### src/rtl/jfs_pkg.sv
// ----------------------------------------------------------------------------
// jfs_pkg
// Shared constants and types for the joint fold/stand ramp sequencer.
// ----------------------------------------------------------------------------
package jfs_pkg;

	localparam int JOINTS          = 8;
	localparam int ANGLE_FRAC_BITS = 12;
	localparam int JW              = 4;   // joint index width
	localparam int AW              = 16;  // angle / gain width
	localparam int QW              = 18;  // ramp quotient width
	localparam int PW              = 50;  // ramp dividend width
	localparam int LW              = 32;  // ramp length / counter width

	typedef enum logic [1:0] {
		PH_FOLD  = 2'd0,
		PH_STAND = 2'd1,
		PH_ROLL  = 2'd2
	} phase_t;

	typedef enum logic [1:0] {
		REQ_LOAD  = 2'd0,
		REQ_ENTER = 2'd1,
		REQ_TICK  = 2'd2
	} req_t;

	localparam logic [1:0] CFG_FOLD_RATE   = 2'd0;
	localparam logic [1:0] CFG_STAND_TICKS = 2'd1;
	localparam logic [1:0] CFG_SETTLE      = 2'd2;

	typedef struct packed {
		logic signed [AW-1:0] fold;
		logic signed [AW-1:0] stand;
		logic        [AW-1:0] gain_p;
		logic        [AW-1:0] gain_d;
		logic signed [AW-1:0] ff;
	} tab_entry_t;

	typedef struct packed {
		logic          tab_we;
		logic          start_we;
		logic [JW-1:0] waddr;
		logic [JW-1:0] raddr;
	} mem_ctl_t;

endpackage

### src/rtl/jfs_tables.sv
// ----------------------------------------------------------------------------
// jfs_tables
// Per-joint parameter table and start-angle table, synchronous read.
// ----------------------------------------------------------------------------
module jfs_tables import jfs_pkg::*; (
	input  logic                 clk,
	input  mem_ctl_t             ctl,
	input  tab_entry_t           tab_wdata,
	input  logic signed [AW-1:0] start_wdata,
	output tab_entry_t           tab_rdata,
	output logic signed [AW-1:0] start_rdata
);

	tab_entry_t           tab_mem [2**JW];
	logic signed [AW-1:0] start_mem [2**JW];

	always_ff @(posedge clk) begin
		if (ctl.tab_we) begin
			tab_mem[ctl.waddr] <= tab_wdata;
		end
		if (ctl.start_we) begin
			start_mem[ctl.waddr] <= start_wdata;
		end
		tab_rdata   <= tab_mem[ctl.raddr];
		start_rdata <= start_mem[ctl.raddr];
	end

endmodule

### src/rtl/jfs_ramp_div.sv
// ----------------------------------------------------------------------------
// jfs_ramp_div
// Restoring divider for the ramp fraction, one quotient bit per cycle.
// ----------------------------------------------------------------------------
module jfs_ramp_div import jfs_pkg::*; (
	input  logic          clk,
	input  logic          arst_n,
	input  logic          start,
	input  logic [PW-1:0] dividend,
	input  logic [LW-1:0] divisor,
	output logic          done,
	output logic [QW-1:0] quot
);

	logic [PW-1:0] rem_q;
	logic [PW-1:0] dv_q;
	logic [4:0]    cnt_q;
	logic          busy_q;
	logic          ge;

	assign ge = rem_q >= dv_q;

	always_ff @(posedge clk or negedge arst_n) begin
		if (!arst_n) begin
			busy_q <= 1'b0;
			done   <= 1'b0;
			cnt_q  <= '0;
		end else begin
			done <= !start && busy_q && cnt_q == '0;
			if (start) begin
				busy_q <= 1'b1;
				cnt_q  <= 5'(QW - 1);
			end else if (busy_q) begin
				cnt_q <= cnt_q - 5'd1;
				if (cnt_q == '0) begin
					busy_q <= 1'b0;
				end
			end
		end
	end

	// divisor starts aligned to the top quotient bit
	always_ff @(posedge clk) begin
		if (start) begin
			rem_q <= dividend;
			dv_q  <= PW'({divisor, {(QW-1){1'b0}}});
			quot  <= '0;
		end else if (busy_q) begin
			if (ge) begin
				rem_q <= rem_q - dv_q;
			end
			dv_q <= dv_q >> 1;
			quot <= {quot[QW-2:0], ge};
		end
	end

endmodule

### src/rtl/joint_fold_stand_ramp_sequencer.sv
// ----------------------------------------------------------------------------
// joint_fold_stand_ramp_sequencer
// Stand-up sequencer: per-joint tables, fold/stand/roll-over phases, linear
// setpoint ramps toward the phase target.
// ----------------------------------------------------------------------------
//  channel   dir  beat contents
//  s_axis    in   load / enter / tick request, tuser = req_type
//  m_axis    out  one joint command, tuser = phase, tlast = last joint
//  cfg       in   register write, no read-back
//
// Load and plain enter beats keep it idle. An enter beat with tlast sweeps
// the joints with a read and an accumulate step each, then a multiply step.
// Each tick joint: read, latch, multiply, 18-step ramp divide, output.
// Input is taken only between items; a stalled output holds the sequencer.
// Reset leaves the tables undefined and clears counters, mask and phase.
// ----------------------------------------------------------------------------
module joint_fold_stand_ramp_sequencer import jfs_pkg::*; (
	input  logic         clk,
	input  logic         arst_n,
	input  logic         s_tvalid,
	output logic         s_tready,
	// joint_index, measured_position, fold_position, stand_position,
	// stiffness_gain, damping_gain, feedforward_torque, is_wheel, upside_down
	input  logic [103:0] s_tdata,
	input  logic [1:0]   s_tuser,  // req_type
	input  logic         s_tlast,  // last_joint
	output logic         m_tvalid,
	input  logic         m_tready,
	// out_joint, position_command, stiffness_command, damping_command,
	// torque_command, ready_to_leave
	output logic [71:0]  m_tdata,
	output logic [1:0]   m_tuser,  // phase
	output logic         m_tlast,  // last_command
	input  logic         cfg_we,
	input  logic [1:0]   cfg_index,
	input  logic [15:0]  cfg_data
);

	typedef enum logic [7:0] {
		ST_IDLE    = 8'b0000_0001,
		ST_GAP_RD  = 8'b0000_0010,
		ST_GAP_ACC = 8'b0000_0100,
		ST_GAP_MUL = 8'b0000_1000,
		ST_TK_RD   = 8'b0001_0000,
		ST_TK_LAT  = 8'b0010_0000,
		ST_TK_MUL  = 8'b0100_0000,
		ST_TK_OUT  = 8'b1000_0000
	} state_t;

	state_t state_q;
	logic   div_wait_q;
	logic   div_go_q;

	// input fields
	logic [JW-1:0]        in_joint;
	logic signed [AW-1:0] in_meas;
	tab_entry_t           in_tab;
	logic                 in_wheel;
	logic                 in_upside;
	logic                 in_valid_joint;
	logic                 acc;

	assign in_joint       = s_tdata[3:0];
	assign in_meas        = s_tdata[19:4];
	assign in_tab.fold    = s_tdata[35:20];
	assign in_tab.stand   = s_tdata[51:36];
	assign in_tab.gain_p  = s_tdata[67:52];
	assign in_tab.gain_d  = s_tdata[83:68];
	assign in_tab.ff      = s_tdata[99:84];
	assign in_wheel       = s_tdata[100];
	assign in_upside      = s_tdata[101];
	assign in_valid_joint = 5'(in_joint) < 5'(JOINTS);

	assign s_tready = (state_q == ST_IDLE);
	assign acc      = s_tvalid && s_tready;

	// registers and state
	logic [15:0]   fold_rate_q, stand_ticks_q, settle_q;
	logic [15:0]   wheel_q;
	logic [16:0]   gap_q;
	logic [LW-1:0] fold_ramp_q, tick_q, ms_q;
	phase_t        phase_q;

	// tick working set
	phase_t        ph_q;
	logic [LW-1:0] cur_q, len_q;
	logic          trans_q, imm_q, ready_q;
	logic [JW-1:0] j_q;

	logic signed [AW-1:0] start_s2, tgt_s2, ff_s2;
	logic [AW-1:0]        kp_s2, kd_s2;
	logic [16:0]          mag_s2;
	logic                 neg_s2, wheel_s2;
	logic [PW-1:0]        prod_s3;

	// memories
	mem_ctl_t             mctl;
	tab_entry_t           tab_rd;
	logic signed [AW-1:0] start_rd, start_wd;

	always_comb begin
		mctl.tab_we   = acc && s_tuser == REQ_LOAD && in_valid_joint;
		mctl.start_we = (acc && s_tuser == REQ_ENTER && in_valid_joint)
		                || (state_q == ST_TK_LAT && trans_q);
		mctl.waddr    = (state_q == ST_IDLE) ? in_joint : j_q;
		mctl.raddr    = j_q;
		start_wd      = (state_q == ST_IDLE) ? in_meas : tab_rd.fold;
	end

	jfs_tables u_tables (
		.clk         (clk),
		.ctl         (mctl),
		.tab_wdata   (in_tab),
		.start_wdata (start_wd),
		.tab_rdata   (tab_rd),
		.start_rdata (start_rd)
	);

	logic          div_start, div_done;
	logic [QW-1:0] div_q;

	// product is registered first, the divider starts on the next cycle
	assign div_start = div_go_q;

	jfs_ramp_div u_div (
		.clk      (clk),
		.arst_n   (arst_n),
		.start    (div_start),
		.dividend (prod_s3),
		.divisor  (len_q),
		.done     (div_done),
		.quot     (div_q)
	);

	// combinational helpers
	logic [LW-1:0]        cur_n;
	logic signed [16:0]   gdiff, tdiff;
	logic [16:0]          gabs;
	logic signed [AW-1:0] tgt_rd;
	logic [32:0]          ramp_prod;
	logic [LW-1:0]        settle_diff;
	logic signed [AW-1:0] ramp_pos, pos_out, tq_out;
	logic [AW-1:0]        kp_out, kd_out;
	logic                 last_j;

	always_comb begin
		cur_n       = tick_q - ms_q;
		gdiff       = 17'(start_rd) - 17'(tab_rd.fold);
		gabs        = gdiff[16] ? 17'(-gdiff) : 17'(gdiff);
		tgt_rd      = (ph_q == PH_FOLD) ? tab_rd.fold : tab_rd.stand;
		tdiff       = 17'(tgt_rd) - 17'(start_rd);
		ramp_prod   = 33'(fold_rate_q) * 33'(gap_q);
		settle_diff = tick_q - fold_ramp_q - LW'(stand_ticks_q);
		last_j      = 5'(j_q) == 5'(JOINTS - 1);
		ramp_pos    = imm_q ? tgt_s2 :
		              neg_s2 ? start_s2 - AW'(div_q) : start_s2 + AW'(div_q);
		if (ph_q == PH_ROLL) begin
			pos_out = '0; kp_out = '0; kd_out = '0; tq_out = '0;
		end else if (wheel_s2) begin
			pos_out = '0; kp_out = '0; kd_out = kd_s2; tq_out = '0;
		end else begin
			pos_out = ramp_pos; kp_out = kp_s2; kd_out = kd_s2; tq_out = ff_s2;
		end
	end

	always_ff @(posedge clk or negedge arst_n) begin
		if (!arst_n) begin
			state_q       <= ST_IDLE;
			div_wait_q    <= 1'b0;
			div_go_q      <= 1'b0;
			fold_rate_q   <= 16'd500;
			stand_ticks_q <= 16'd500;
			settle_q      <= 16'd100;
			wheel_q       <= '0;
			gap_q         <= '0;
			fold_ramp_q   <= '0;
			tick_q        <= '0;
			ms_q          <= '0;
			phase_q       <= PH_FOLD;
			m_tvalid      <= 1'b0;
			j_q           <= '0;
		end else begin
			if (state_q == ST_TK_OUT && (!m_tvalid || m_tready)) begin
				m_tvalid <= 1'b1;
			end else if (m_tready) begin
				m_tvalid <= 1'b0;
			end
			div_go_q <= (state_q == ST_TK_MUL) && !div_wait_q;
			if (cfg_we) begin
				case (cfg_index)
					CFG_FOLD_RATE:   fold_rate_q   <= cfg_data;
					CFG_STAND_TICKS: stand_ticks_q <= cfg_data;
					CFG_SETTLE:      settle_q      <= cfg_data;
					default: ;
				endcase
			end
			case (state_q)
				ST_IDLE: begin
					j_q <= '0;
					if (acc) begin
						case (s_tuser)
							REQ_LOAD: begin
								if (in_valid_joint) begin
									wheel_q[in_joint] <= in_wheel;
								end
							end
							REQ_ENTER: begin
								if (s_tlast) begin
									gap_q   <= '0;
									tick_q  <= '0;
									ms_q    <= '0;
									phase_q <= in_upside ? PH_ROLL : PH_FOLD;
									state_q <= ST_GAP_RD;
								end
							end
							REQ_TICK: begin
								ph_q    <= phase_q;
								cur_q   <= cur_n;
								len_q   <= (phase_q == PH_FOLD) ? fold_ramp_q
								           : LW'(stand_ticks_q);
								trans_q <= phase_q == PH_FOLD && cur_n >= fold_ramp_q;
								if (phase_q == PH_FOLD && cur_n >= fold_ramp_q) begin
									phase_q <= in_upside ? PH_ROLL : PH_STAND;
									ms_q    <= tick_q + LW'(1);
								end
								tick_q  <= tick_q + LW'(1);
								state_q <= ST_TK_RD;
							end
							default: ;
						endcase
					end
				end
				ST_GAP_RD: state_q <= ST_GAP_ACC;
				ST_GAP_ACC: begin
					if (!wheel_q[j_q] && gabs > gap_q) begin
						gap_q <= gabs;
					end
					j_q     <= j_q + JW'(1);
					state_q <= last_j ? ST_GAP_MUL : ST_GAP_RD;
				end
				ST_GAP_MUL: begin
					fold_ramp_q <= LW'(ramp_prod >> ANGLE_FRAC_BITS);
					state_q     <= ST_IDLE;
				end
				ST_TK_RD: begin
					imm_q   <= len_q == '0 || cur_q >= len_q;
					ready_q <= !settle_diff[LW-1] && settle_diff >= LW'(settle_q);
					state_q <= ST_TK_LAT;
				end
				ST_TK_LAT: state_q <= ST_TK_MUL;
				ST_TK_MUL: begin
					if (div_done) begin
						div_wait_q <= 1'b0;
						state_q    <= ST_TK_OUT;
					end else begin
						div_wait_q <= 1'b1;
					end
				end
				ST_TK_OUT: begin
					if (!m_tvalid || m_tready) begin
						j_q      <= j_q + JW'(1);
						state_q  <= last_j ? ST_IDLE : ST_TK_RD;
					end
				end
				default: state_q <= ST_IDLE;
			endcase
		end
	end

	// joint operands, then the ramp product, then the output beat
	always_ff @(posedge clk) begin
		if (state_q == ST_TK_LAT) begin
			start_s2 <= start_rd;
			tgt_s2   <= tgt_rd;
			kp_s2    <= tab_rd.gain_p;
			kd_s2    <= tab_rd.gain_d;
			ff_s2    <= tab_rd.ff;
			wheel_s2 <= wheel_q[j_q];
			neg_s2   <= tdiff[16];
			mag_s2   <= tdiff[16] ? 17'(-tdiff) : 17'(tdiff);
		end
		if (state_q == ST_TK_MUL && !div_wait_q) begin
			prod_s3 <= PW'(49'(mag_s2) * 49'(cur_q)) + PW'(len_q[LW-1:1]);
		end
		if (state_q == ST_TK_OUT && (!m_tvalid || m_tready)) begin
			m_tdata <= {3'b000, ready_q, tq_out, kd_out, kp_out, pos_out, j_q};
			m_tuser <= ph_q;
			m_tlast <= last_j;
		end
	end

endmodule
### config.mk
export PLATFORM = sky130hd
export DESIGN_NAME = joint_fold_stand_ramp_sequencer
export DESIGN_NICKNAME = d
export VERILOG_FILES = /design/src/rtl/jfs_pkg.sv /design/src/rtl/jfs_tables.sv /design/src/rtl/jfs_ramp_div.sv /design/src/rtl/joint_fold_stand_ramp_sequencer.sv
export SDC_FILE = /design/constraint.sdc
export NUM_CORES = 2
export LEC_CHECK = 0
export ABC_AREA = 1
export BUFFER_PORTS_ARGS = -buffer_cell sky130_fd_sc_hd__buf_2
export CAP_MARGIN = 20
export CELL_PAD_IN_SITES_DETAIL_PLACEMENT = 0
export CELL_PAD_IN_SITES_GLOBAL_PLACEMENT = 1
export CORE_UTILIZATION = 54
export DETAILED_ROUTE_END_ITERATION = 12
export PLACE_DENSITY_LB_ADDON = 0.1
export REMOVE_ABC_BUFFERS = 1
export SYNTH_ARGS = -nofsm -noshare
export SYNTH_HDL_FRONTEND = slang
export SYNTH_HIERARCHICAL = 1
export SYNTH_SLANG_ARGS = --single-unit
### constraint.sdc
create_clock -name clk -period 21.6 [get_ports clk]
set_input_delay 2.16 -clock clk [delete_from_list [all_inputs] [get_ports clk]]
set_output_delay 2.16 -clock clk [all_outputs]
set_load 0.02 [all_outputs]
==> metrics.sh <==
RUN_STATUS='finished clean'
ROUTE.DETAILED.DRC=0
POWER.SWITCHING_FRACTION=0.396
MASTER_CELL_OF_THE_CLOCK_ROOT_BUFFER='sky130_fd_sc_hd__clkbuf_16'
TOTAL_TRACK_USAGE=0.297
MAXCLOCKFREQUENCY_MHz=140
POWER_PER_CELL_AREA_mW_PER_MM2=112
GRT_OVERFLOW=0
LAYOUT.NETS=16000
CP-END-KIND='flop'
SYNTHESIS.INSTANCES=14700
GRT_PASS1_WL_UM=554000
CHIPWIDTH_UM=497
TRITONCTS.NUM_BUFFERS=225
DR.FIRST_ITER.DRC_COUNT=8404
CLOCKPOWERSHARE=0.247
CORE_REGION_AREA_MM2=0.243
GRT_PASS1_VIAS=95400
DETAILED_PLACE_HPWL_UM=232000
TIMING_HOLD_VIOLATIONS_FINAL=0
BUFFER_PORTS.INSERTED=201
CLKTRANSATPATHREGS_PS=60
GRT_ANTENNA_BEFORE_REPAIR=45
PIN_COUNT_OF_THE_BIGGEST_NET_ENTERING_GLOBAL_ROUTING=188
NETSW_mW=6.35
POST_DRT_VIA_CELL_RATIO=5.31
CRITICAL_PATH.MAX_FANOUT=18
INITIAL_UTILIZATION=0.543
FINAL_MIN_PERIOD_OVER_CLOCK_PERIOD=0.330
FINALWORSTPATHREQUIREDPERIOD_PS=7130
FINAL_CLOCK_SKEW_PS=128
CTS_HOLD_BUF=0
WORST_CASE_HEADROOM_TO_THE_MAX_SLEW_LIMIT=0.217
WIRELENGTH_UM=364000
FLOORPLAN.DIE.HEIGHT_UM=497
ROUTED_WL_PER_CELL_UM=20.1
DATA_ARRIVAL_TIME_OF_THE_WORST_PATH_PS=7710
AREA_GROWTH_SYN_TO_LAYOUT_PCT=8.65
HOLD-WORST-SLACK_PS=374
HOLD_CLASS='flop to flop'
NUM_VIAS=96200
CELL_INTERNAL_PWR_mW=9.70
TOTAL_POWER_mW=16.0
FINAL.SETUP.TNS_PS=0
WORST-SLEW-PIN-TRANSITION_PS=1170
TIMING.SETUP.CRITICAL_PATH_CLASS='flop to flop'
CTS_SINKS=2216
POST_SYNTH.CELL_AREA_AVG_UM2=8.99
WORSTPATHREQUIRED_PS=22180
YOSYS_WARNINGS=6
IRDROPWORSTVDD_uV=145
POST_CTS_RESIZE_COUNT=0
FINAL_CORE_UTILIZATION=0.590
ANT_NETS=0
POWER_FRAC_SEQ=0.331
DETAILEDROUTE.FIRSTPASSITERATIONCOUNT=7
SYN_AREA_MM2=0.132
MAX_CAP_VIOLATIONS=0
PLACEMENT_ROWS=181
CTS_MAX_PATH_BUFFERS=3
H-TREE-DEPTH=4
PWR-SHARE-COMB=0.421
CTS_SETUP_BUFFERS=0
GRT_SETUP_UNREPAIRED='no'
STARTPOINT_TYPE_OF_THE_WORST_SETUP_PATH='flop'
LEAKAGEPOWER_nW=68.4
FINALWEIGHTEDCONGESTION=0.921
FP.DIEAREA_MM2=0.247
FINAL_LAYOUT_SIZE_SUFFIX_GT1_FRAC=0.0569
IOS=207
CLKLATENCYLATEPIN_PS=950
FINAL_MAX_SLEW_VIOL_COUNT=0
CLOCK_TREE_FROM_TRITONCTS='done'
TIMING.FINAL.SETUP_VIOLATIONS=0
## metal layers
metal	wire length (um)	GRT usage	share of wire	up-vias
met3	24200	0.0421	0.066	742
met2	177000	0.507	0.49	3101
li1	-	-	-	45800
met1	147000	0.378	0.40	46600
met5	292	0	0.00080	-
met4	15900	0.123	0.044	44
## flip-flops by register name, summed over array words and instances (netlist names), 49 cells and up
name and flops:
u_tables/start_mem 256, u_tables/tab_rdata 80, prod_s3 50, u_div/dv_q 49, u_tables/tab_mem 1280, m_tdata 69, u_div/rem_q 50
## worst max-delay path, stage by stage, from the launching register on
cell and delay, ps:
sky130_fd_sc_hd__edfxtp_1 1010, sky130_fd_sc_hd__nand2_1 190, sky130_fd_sc_hd__fa_1 570, sky130_fd_sc_hd__inv_1 50, sky130_fd_sc_hd__fa_1 500, sky130_fd_sc_hd__inv_1 60
sky130_fd_sc_hd__fa_1 540, sky130_fd_sc_hd__inv_1 60, sky130_fd_sc_hd__fa_1 480, sky130_fd_sc_hd__fa_1 510, sky130_fd_sc_hd__inv_1 60, sky130_fd_sc_hd__fa_1 550
sky130_fd_sc_hd__inv_1 60, sky130_fd_sc_hd__ha_1 360, sky130_fd_sc_hd__a21oi_1 160, sky130_fd_sc_hd__inv_1 90, sky130_fd_sc_hd__a21oi_1 220, sky130_fd_sc_hd__inv_1 70
sky130_fd_sc_hd__a21oi_1 350, sky130_fd_sc_hd__o21ai_0 240, sky130_fd_sc_hd__a21boi_0 390, sky130_fd_sc_hd__o21ai_0 170, sky130_fd_sc_hd__xor2_1 160
## through the flow
step | cell area, um^2 | instances | worst slack (ps)
6_report | 144000 | 18100 | 14470
5_1_grt | 144000 | 18100 | 14310
4_1_cts | 143000 | 18100 | 14610
3_5_place_dp | 136000 | 17700 | 14660
3_3_place_gp | 136000 | 17700 | 14680
2_1_floorplan | 129000 | 14100 | -15280
## area by class of cell
| class | instances | area (um^2) |
|---|---|---|
| tap | 3202 | 4010 |
| fill | 20900 | 99700 |
| sequential | 2216 | 64300 |
| timing repair buffer | 351 | 2250 |
| multi-input combinational | 8659 | 53000 |
| clock inverter | 113 | 1370 |
| antenna | 13 | 32.5 |
| inverter | 3252 | 12200 |
| clock buffer | 316 | 6280 |
## worst paths after layout
check / cells past startpoint / endpoint / from / slack [ps]
setup / recovery: 22 / prod_s3[30]$_DFFE_PP_ / cur_q[7]$_DFFE_PP_ / 14470
hold / removal: 0 / wheel_q[9]$_DFFE_PN0P_ / wheel_q[9]$_DFFE_PN0P_ / 370
setup reg to reg: 22 / prod_s3[30]$_DFFE_PP_ / cur_q[7]$_DFFE_PP_ / 14470
hold reg to reg: 0 / wheel_q[9]$_DFFE_PN0P_ / wheel_q[9]$_DFFE_PN0P_ / 370
max in group asynchronous: 2 / j_q[3]$_DFFE_PN0P_ / arst_n / 19080
min in group asynchronous: 1 / tick_q[27]$_DFFE_PN0P_ / arst_n / 1180
## power by group through the flow
stage	Combinational, mW	Clock, mW	Sequential [mW]
5_1_grt	7.58	4.20	5.33
4_1_cts	6.75	4.03	5.32
3_3_place_gp	6.61	0	5.40
3_5_place_dp	6.70	0	5.40
6_report	6.76	3.97	5.32
2_1_floorplan	4.91	0	5.43
## placed cells by master (no fill, tap or decap), drive strengths merged, types with 5 or more instances in the layout
master and instances:
nand2 4301, inv 3262, edfxtp 1897, nand3 1396, fa 698, nor2 510
ha 479, o21ai 382, buf 350, clkbuf 317, a21oi 295, dfrtp 174
dfxtp 129, xor2 111, clkinv 81, nor3 72, xnor2 64, nand4 59
o22ai 43, a31oi 42, or2 34, nor4 25, o21bai 23, nand3b 19
bufinv 18, dfstp 16, a21o 15, a21boi 15, conb 14, diode 13
o211ai 13, o21a 10, o31ai 7, and3 7, a211oi 7, a221oi 5
Power figures use the tool's default switching activity.
